==> config.mk <==
export PLATFORM = sky130hd
export DESIGN_NAME = bounded_list_with_delete_before_core
export DESIGN_NICKNAME = d
export VERILOG_FILES = /design/src/hdl/blwd_pkg.sv /design/src/hdl/blwd_ram.sv /design/src/hdl/bounded_list_with_delete_before_core.sv
export SDC_FILE = /design/constraint.sdc
export NUM_CORES = 1
export LEC_CHECK = 0
export CORE_MARGIN = 10
export CORE_UTILIZATION = 45
export DETAILED_ROUTE_END_ITERATION = 16
export DONT_BUFFER_PORTS = 1
export GPL_TIMING_DRIVEN = 0
export PLACE_DENSITY_LB_ADDON = 0.15
export REMOVE_ABC_BUFFERS = 1
export SYNTH_ARGS = -nofsm -noshare
export SYNTH_HDL_FRONTEND = slang
export SYNTH_SLANG_ARGS = --single-unit
==> constraint.sdc <==
create_clock -name clock -period 4.7 [get_ports clock]
set_input_delay 0.47 -clock clock [delete_from_list [all_inputs] [get_ports clock]]
set_output_delay 0.47 -clock clock [all_outputs]
set_load 0.02 [all_outputs]
==> src/hdl/blwd_pkg.sv <==
// Shared constants for the bounded list with delete-before.
// Operation and status codes and field widths; no dependencies.
package blwd_pkg;

   localparam int VALUE_W  = 32;
   localparam int OP_W     = 2;
   localparam int STATUS_W = 3;

   // Operation codes carried on req_tuser
   localparam logic [OP_W-1:0] OP_INSERT_FRONT  = 2'd0;
   localparam logic [OP_W-1:0] OP_INSERT_END    = 2'd1;
   localparam logic [OP_W-1:0] OP_DELETE_LAST   = 2'd2;
   localparam logic [OP_W-1:0] OP_DELETE_BEFORE = 2'd3;

   // Status codes carried on rsp_tuser
   localparam logic [STATUS_W-1:0] ST_OK        = 3'd0;
   localparam logic [STATUS_W-1:0] ST_EMPTY     = 3'd1;
   localparam logic [STATUS_W-1:0] ST_NOT_FOUND = 3'd2;
   localparam logic [STATUS_W-1:0] ST_NO_PRED   = 3'd3;
   localparam logic [STATUS_W-1:0] ST_FULL      = 3'd4;

endpackage

==> src/hdl/blwd_ram.sv <==
// Generic single-write, single-read synchronous RAM with registered read data.
// No dependencies.
module blwd_ram #(
   parameter int WIDTH = 32,
   parameter int DEPTH = 16
) (
   input  logic                     clock,
   input  logic                     wr_en,
   input  logic [$clog2(DEPTH)-1:0] wr_addr,
   input  logic [WIDTH-1:0]         wr_data,
   input  logic                     rd_en,
   input  logic [$clog2(DEPTH)-1:0] rd_addr,
   output logic [WIDTH-1:0]         rd_data
);

   logic [WIDTH-1:0] mem_ff [DEPTH];
   logic [WIDTH-1:0] rd_data_ff;

   // Write port
   always_ff @(posedge clock) begin
      if (wr_en) begin
         mem_ff[wr_addr] <= wr_data;
      end
   end

   // Registered read port
   always_ff @(posedge clock) begin
      if (rd_en) begin
         rd_data_ff <= mem_ff[rd_addr];
      end
   end

   assign rd_data = rd_data_ff;

endmodule

==> src/hdl/bounded_list_with_delete_before_core.sv <==
// Channel  | Direction | tdata                  | tuser
// ---------+-----------+------------------------+----------------------
// req_     | in        | [31:0] value           | [1:0] operation
// rsp_     | out       | [31:0] result_value    | [2:0] status
//
// One item at a time. An insert writes the list memory and then hands its result to the
// output register; delete last reads the last entry first. Delete before scans from the
// front for the key, then closes the gap by moving each later entry one slot forward.
// Scan and gap closing both use the single read port of the list memory, one entry a cycle.
// Synchronous active-high reset empties the list at once; no clearing pass.
// A stalled result sits in the output register while the next transfer is taken.
//
// Top level of the bounded list; depends on blwd_pkg and blwd_ram.
module bounded_list_with_delete_before_core
   import blwd_pkg::*;
#(
   parameter int LIST_DEPTH = 16
) (
   input  logic                clock,
   input  logic                reset,
   input  logic                req_tvalid,
   output logic                req_tready,
   input  logic [VALUE_W-1:0]  req_tdata,   // [31:0] value
   input  logic [OP_W-1:0]     req_tuser,   // [1:0] operation
   output logic                rsp_tvalid,
   input  logic                rsp_tready,
   output logic [VALUE_W-1:0]  rsp_tdata,   // [31:0] result_value
   output logic [STATUS_W-1:0] rsp_tuser    // [2:0] status
);

   localparam int IDX_W = $clog2(LIST_DEPTH);
   localparam int CNT_W = $clog2(LIST_DEPTH + 1);
   localparam int SUM_W = CNT_W + 1;

   localparam logic [2:0] S_IDLE  = 3'd0;
   localparam logic [2:0] S_LAST  = 3'd1;
   localparam logic [2:0] S_SCAN  = 3'd2;
   localparam logic [2:0] S_SHIFT = 3'd3;
   localparam logic [2:0] S_RESP  = 3'd4;

   // Ring slot of a list position
   function automatic logic [IDX_W-1:0] slot_of(input logic [IDX_W-1:0] first,
                                                input logic [CNT_W-1:0] pos);
      logic [SUM_W-1:0] sum;
      sum = SUM_W'(first) + SUM_W'(pos);
      if (sum >= SUM_W'(LIST_DEPTH)) begin
         sum = sum - SUM_W'(LIST_DEPTH);
      end
      return sum[IDX_W-1:0];
   endfunction

   logic [2:0]          state_ff, state_in;
   logic [IDX_W-1:0]    first_ff, first_in;
   logic [CNT_W-1:0]    count_ff, count_in;
   logic [CNT_W-1:0]    rd_pos_ff, rd_pos_in;
   logic [CNT_W-1:0]    cmp_pos_ff, cmp_pos_in;
   logic                cmp_vld_ff, cmp_vld_in;
   logic [VALUE_W-1:0]  key_ff, key_in;
   logic [VALUE_W-1:0]  prev_ff, prev_in;
   logic [VALUE_W-1:0]  res_val_ff, res_val_in;
   logic [STATUS_W-1:0] res_st_ff, res_st_in;
   logic                rsp_vld_ff, rsp_vld_in;
   logic [VALUE_W-1:0]  rsp_val_ff, rsp_val_in;
   logic [STATUS_W-1:0] rsp_st_ff, rsp_st_in;

   logic                wr_en;
   logic [IDX_W-1:0]    wr_addr;
   logic [VALUE_W-1:0]  wr_data;
   logic                rd_en;
   logic [IDX_W-1:0]    rd_addr;
   logic [VALUE_W-1:0]  rd_data;

   logic                req_fire;
   logic                list_full;
   logic                list_empty;
   logic [CNT_W-1:0]    cnt_last;

   assign req_tready = (state_ff == S_IDLE);
   assign req_fire   = req_tvalid && req_tready;
   assign list_full  = (count_ff == CNT_W'(LIST_DEPTH));
   assign list_empty = (count_ff == '0);
   assign cnt_last   = count_ff - CNT_W'(1);

   blwd_ram #(
      .WIDTH (VALUE_W),
      .DEPTH (LIST_DEPTH)
   ) u_list_ram (
      .clock   (clock),
      .wr_en   (wr_en),
      .wr_addr (wr_addr),
      .wr_data (wr_data),
      .rd_en   (rd_en),
      .rd_addr (rd_addr),
      .rd_data (rd_data)
   );

   // Sequencer: operation decode, key scan and gap closing
   always_comb begin
      state_in   = state_ff;
      first_in   = first_ff;
      count_in   = count_ff;
      rd_pos_in  = rd_pos_ff;
      cmp_pos_in = cmp_pos_ff;
      cmp_vld_in = cmp_vld_ff;
      key_in     = key_ff;
      prev_in    = prev_ff;
      res_val_in = res_val_ff;
      res_st_in  = res_st_ff;
      rsp_vld_in = rsp_vld_ff;
      rsp_val_in = rsp_val_ff;
      rsp_st_in  = rsp_st_ff;
      wr_en      = 1'b0;
      wr_addr    = '0;
      wr_data    = '0;
      rd_en      = 1'b0;
      rd_addr    = '0;

      // drop the result once the transfer completes
      if (rsp_vld_ff && rsp_tready) begin
         rsp_vld_in = 1'b0;
      end

      unique case (state_ff)
         S_IDLE: begin
            if (req_fire) begin
               unique case (req_tuser)
                  OP_INSERT_FRONT, OP_INSERT_END: begin
                     if (list_full) begin
                        res_val_in = '0;
                        res_st_in  = ST_FULL;
                     end else begin
                        wr_en   = 1'b1;
                        wr_data = req_tdata;
                        if (req_tuser == OP_INSERT_FRONT) begin
                           first_in = (first_ff == '0) ? IDX_W'(LIST_DEPTH - 1)
                                                       : first_ff - IDX_W'(1);
                           wr_addr  = first_in;
                        end else begin
                           wr_addr = slot_of(first_ff, count_ff);
                        end
                        count_in   = count_ff + CNT_W'(1);
                        res_val_in = req_tdata;
                        res_st_in  = ST_OK;
                     end
                     state_in = S_RESP;
                  end
                  OP_DELETE_LAST: begin
                     if (list_empty) begin
                        res_val_in = '0;
                        res_st_in  = ST_EMPTY;
                        state_in   = S_RESP;
                     end else begin
                        rd_en    = 1'b1;
                        rd_addr  = slot_of(first_ff, cnt_last);
                        state_in = S_LAST;
                     end
                  end
                  OP_DELETE_BEFORE: begin
                     if (list_empty) begin
                        res_val_in = '0;
                        res_st_in  = ST_EMPTY;
                        state_in   = S_RESP;
                     end else begin
                        key_in     = req_tdata;
                        rd_pos_in  = '0;
                        cmp_vld_in = 1'b0;
                        state_in   = S_SCAN;
                     end
                  end
                  default: begin
                     state_in = S_IDLE;
                  end
               endcase
            end
         end

         S_LAST: begin
            res_val_in = rd_data;
            res_st_in  = ST_OK;
            count_in   = cnt_last;
            state_in   = S_RESP;
         end

         S_SCAN: begin
            // stream reads from the front, one position a cycle
            cmp_vld_in = 1'b0;
            if (rd_pos_ff < count_ff) begin
               rd_en      = 1'b1;
               rd_addr    = slot_of(first_ff, rd_pos_ff);
               rd_pos_in  = rd_pos_ff + CNT_W'(1);
               cmp_pos_in = rd_pos_ff;
               cmp_vld_in = 1'b1;
            end
            // compare the entry that came back
            if (cmp_vld_ff) begin
               if (rd_data == key_ff) begin
                  if (cmp_pos_ff == '0) begin
                     res_val_in = '0;
                     res_st_in  = ST_NO_PRED;
                     state_in   = S_RESP;
                  end else if (cmp_pos_ff == CNT_W'(1)) begin
                     res_val_in = prev_ff;
                     res_st_in  = ST_OK;
                     first_in   = slot_of(first_ff, CNT_W'(1));
                     count_in   = cnt_last;
                     state_in   = S_RESP;
                  end else begin
                     res_val_in = prev_ff;
                     res_st_in  = ST_OK;
                     rd_pos_in  = cmp_pos_ff;
                     cmp_vld_in = 1'b0;
                     state_in   = S_SHIFT;
                  end
               end else if (cmp_pos_ff == cnt_last) begin
                  res_val_in = '0;
                  res_st_in  = ST_NOT_FOUND;
                  state_in   = S_RESP;
               end else begin
                  prev_in = rd_data;
               end
            end
         end

         S_SHIFT: begin
            // read position i, write it back one slot toward the front
            cmp_vld_in = 1'b0;
            if (rd_pos_ff < count_ff) begin
               rd_en      = 1'b1;
               rd_addr    = slot_of(first_ff, rd_pos_ff);
               rd_pos_in  = rd_pos_ff + CNT_W'(1);
               cmp_pos_in = rd_pos_ff;
               cmp_vld_in = 1'b1;
            end
            if (cmp_vld_ff) begin
               wr_en   = 1'b1;
               wr_addr = slot_of(first_ff, cmp_pos_ff - CNT_W'(1));
               wr_data = rd_data;
               if (cmp_pos_ff == cnt_last) begin
                  count_in = cnt_last;
                  state_in = S_RESP;
               end
            end
         end

         S_RESP: begin
            // hand the result to the output register when it is free
            if (!rsp_vld_ff || rsp_tready) begin
               rsp_vld_in = 1'b1;
               rsp_val_in = res_val_ff;
               rsp_st_in  = res_st_ff;
               state_in   = S_IDLE;
            end
         end

         default: begin
            state_in = S_IDLE;
         end
      endcase
   end

   // Control state
   always_ff @(posedge clock) begin
      if (reset) begin
         state_ff   <= S_IDLE;
         first_ff   <= '0;
         count_ff   <= '0;
         cmp_vld_ff <= 1'b0;
         rsp_vld_ff <= 1'b0;
      end else begin
         state_ff   <= state_in;
         first_ff   <= first_in;
         count_ff   <= count_in;
         cmp_vld_ff <= cmp_vld_in;
         rsp_vld_ff <= rsp_vld_in;
      end
   end

   // Payload and position registers
   always_ff @(posedge clock) begin
      rd_pos_ff  <= rd_pos_in;
      cmp_pos_ff <= cmp_pos_in;
      key_ff     <= key_in;
      prev_ff    <= prev_in;
      res_val_ff <= res_val_in;
      res_st_ff  <= res_st_in;
      rsp_val_ff <= rsp_val_in;
      rsp_st_ff  <= rsp_st_in;
   end

   assign rsp_tvalid = rsp_vld_ff;
   assign rsp_tdata  = rsp_val_ff;
   assign rsp_tuser  = rsp_st_ff;

endmodule

==> flow_metrics.py <==
metrics = {
    "logic_synthesis": {
        "ys_ff_latch": 702,
        "synthArstFlopShare_pct": 0,
        "synth_cell_types": 65,
        "synth_cells": 1872,
        "synth_edf_count": 688,
        "syn_area_sq_um": 28890,
        "ys.warnings.count": 0,
        "synthFlopType": "edfxtp_1",
        "ys_seq_area_share_pct": 72.48,
        "syn_area_per_cell_sq_um": 15.43,
    },
    "timing": {
        "setup_ws_ns": 0.1840,
        "hold_viol_final": 0,
        "fmax_mhz": 221.4,
        "worstMarginPinSlew_ns": 1.146,
        "maxSlewViolCount": 0,
        "setup_viol": 0,
        "finClkSkew_ns": 0.01463,
        "period_share_pct": 96.08,
        "whs_ns": 0.08047,
        "period_minus_slack_ns": 4.516,
        "rsz0062_at_grt": "no",
        "fin_tns_setup_ns": 0,
        "slew_headroom_pct": 22.93,
    },
    "floorplanning": {
        "io_pins": 75,
        "dieArea_sq_um": 74740,
        "die_height_microns": 273.4,
        "rows": 92,
        "core_sq_um": 63310,
        "die_w_microns": 273.4,
        "initial_core_util_pct": 45.64,
    },
    "global_route": {
        "grtUsageTotal_pct": 22.07,
        "grt_max_degree": 67,
        "grt_first_pass_wirelength_microns": 120700,
        "antenna_found_initial": 4,
        "grt_overflow_total": 0,
        "grt_pass1_vias": 16990,
    },
    "clocking": {
        "cts_max_level": 3,
        "cts_sinks": 702,
        "clk_pin_slew_worst_paths_ns": 0.06,
        "cts_buffers": 74,
        "clk_latency_ns": 0.62,
        "clk_path_buf_depth": 3,
        "cts_tree": "built",
        "cts_root_buf": "clkbuf_16",
    },
    "detailed_routing": {
        "wire_per_inst_microns": 29.62,
        "viasPerCell": 6.231,
        "ant_nets": 0,
        "drt_iter0_drc": 2003,
        "drt_wl_total_microns": 83610,
        "via_count": 17589,
        "drcViolationCount": 0,
        "drt_first_pass_iters": 6,
    },
    "job": {
        "maxCapViolations": 0,
    },
    "placement": {
        "place.gp.congestion": 0.8113,
        "post-place-ws_ns": -0.2911,
        "hpwl_microns": 50210,
        "place_inst": 2646,
        "dpl_cell_area_sq_um": 30780,
        "port_buffers": 0,
    },
    "power": {
        "ir_drop_uv": 248.8,
        "power_density_nw_per_um2": 407.8,
        "leakage_nw": 11.25,
    },
    "final_layout": {
        "final_cells": 2823,
        "layout_common_cells": "edfxtp_1, nand2_1, and3_1, a211oi_1, mux2i_1",
        "finalInstanceArea_sq_um": 33480,
        "final_common_cell": "edfxtp_1",
        "nets": 1990,
        "diodes": 0,
        "area_growth_pct": 15.89,
        "drive_gt1_share_pct": 11.13,
    },
    "worst_setup_path": {
        "crit_path_start_kind": "flip-flop",
        "worstPathMaxFanout": 29,
        "crit_required_ns": 5.01,
        "arrival_ns": 4.82,
        "endpoint_kind": "flip-flop",
        "critPathMaxStageDelay_ns": 0.68,
        "crit_chain": "inv_1 > ha_1 > nor3b_1 > a21oi_4 > buf_12 > and2_1 > a32o_1 > inv_1 > or2_2 > nor2_4 > buf_12",
        "criticalPathCategory": "reg -> reg",
        "crit_slowest_cell": "nor2_4",
    },
    "run_status": {
        "outcome": "completed",
    },
    "hold_path": {
        "min_path_type": "in -> reg",
    },
}
[flip-flops by register name, indices dropped and copies added (netlist names)]
signal	cells
rsp_tdata	32
prev_ff	32
u_list_ram.mem_ff	512
key_ff	32
count_ff	5
first_ff	4
cmp_vld_ff	1
state_ff	3
rsp_tvalid	1
u_list_ram.rd_data	32
rd_pos_ff	5
res_val_ff	32
rsp_tuser	3
cmp_pos_ff	5
res_st_ff	3
[power breakdown]
part	total (mW)	switching (mW)	internal (mW)
Clock	5.50	2.36	3.14
Combinational	0.994	0.642	0.351
Sequential	7.16	0.101	7.06
Total	13.7	3.10	10.6
[cell type report]
| type | count | area [sq um] |
|---|---|---|
| fill | 5134 | 29830 |
| sequential | 702 | 20940 |
| multi-input combinational | 1007 | 7516 |
| clock buffer | 102 | 1999 |
| timing repair buffer | 109 | 1623 |
| tap | 846 | 1059 |
| clock inverter | 27 | 234.0 |
| inverter | 30 | 112.6 |
[logic make-up (layout without fill, tap and decap cells)]
| kind of cell | Yosys count | count (layout) | synth area share (%) |
|---|---|---|---|
| flip-flops | 702 | 702 | 72.48 |
| AO/OA/AOI/OAI | 430 | 430 | 11.51 |
| AND/OR/NAND/NOR | 380 | 382 | 6.595 |
| buffers and inverters | 165 | 268 | 2.568 |
| multiplexers | 106 | 106 | 3.685 |
| XOR/XNOR | 61 | 61 | 1.849 |
| adder cells (fa/ha/maj) | 28 | 28 | 1.316 |
[Yosys cell counts, types with 2 or more instances]
| library cell | n | area [sq um] |
|---|---|---|
| buf_4 | 3 | 22.52 |
| o21ai_0 | 65 | 325.3 |
| nor3_1 | 11 | 55.05 |
| a221oi_1 | 28 | 245.2 |
| xor2_1 | 14 | 122.6 |
| buf_2 | 22 | 110.1 |
| a21o_1 | 5 | 37.54 |
| a222oi_1 | 5 | 50.05 |
| nand2_1 | 147 | 551.8 |
| and3_1 | 131 | 819.5 |
| o31ai_1 | 5 | 37.54 |
| dfxtp_1 | 14 | 280.3 |
| nand3_1 | 7 | 35.03 |
| buf_6 | 9 | 101.4 |
| nor4_1 | 3 | 18.77 |
| o311ai_0 | 3 | 26.28 |
| nand2b_1 | 5 | 31.28 |
| nor2_1 | 48 | 180.2 |
| a32oi_1 | 59 | 516.8 |
| and2_1 | 6 | 37.54 |
| a221oi_2 | 4 | 60.06 |
| a21oi_1 | 20 | 100.1 |
| buf_1 | 3 | 11.26 |
| o211ai_1 | 4 | 30.03 |
| a22o_1 | 6 | 52.55 |
| xnor2_1 | 47 | 411.6 |
| o2bb2ai_1 | 4 | 35.03 |
| or2_2 | 2 | 12.51 |
| ha_1 | 24 | 300.3 |
| clkbuf_1 | 97 | 364.1 |
| mux2_1 | 2 | 22.52 |
| a32o_1 | 61 | 610.6 |
| o22a_1 | 2 | 17.52 |
| fa_1 | 4 | 80.08 |
| a211oi_1 | 129 | 968.4 |
| o22ai_1 | 4 | 25.02 |
| o21ai_1 | 11 | 55.05 |
| mux2i_1 | 103 | 1031 |
| edfxtp_1 | 688 | 20660 |
| nand4_1 | 12 | 75.07 |
| inv_1 | 30 | 112.6 |
| o32ai_1 | 2 | 17.52 |
[what timing repair did]
action                                  CTS  global route
pin swaps                                 0             5
endpoints found under the hold margin    39             0
endpoints found under the setup margin   32            88
gates cloned                              2             0
buffers inserted                          0            13
hold buffers                             33             0
gates resized for setup                   2             0
[critical path, delay by kind of cell (launching register included)]
kind            cells  cell delay [ns]
flops               1             0.51
simple gates        4             1.75
fa+ha+maj           1             0.28
buf+inv             4             0.78
compound gates      2             0.87
[worst paths after layout]
| check | start | end | slack (ns) | depth (start not counted) |
|---|---|---|---|---|
| hold reg to reg | res_val_ff[10] | rsp_tdata[10] | 0.41 | 0 |
| hold / removal | reset | count_ff[4] | 0.08 | 2 |
| setup reg to reg | count_ff[0] | u_list_ram.mem_ff[15][27] | 0.18 | 11 |
| setup / recovery | count_ff[0] | u_list_ram.mem_ff[15][27] | 0.18 | 11 |
[layer usage]
layer	global-route usage, %	vias to the layer above	share of wire (%)
met3	4.498	134	8.3
met5	0	-	0.014
met2	35.14	794	47
met1	30.36	9050	42
met4	6.121	2	2.4
li1	-	7609	-
[metrics by stage]
step           power (mW)  util, %
2_1_floorplan       7.831        -
3_3_place_gp        8.174    46.31
3_5_place_dp        8.235    48.61
4_1_cts             13.74    52.71
5_1_grt             14.05    52.89
6_report            13.65    52.89
(Power assumes the default switching activity.)
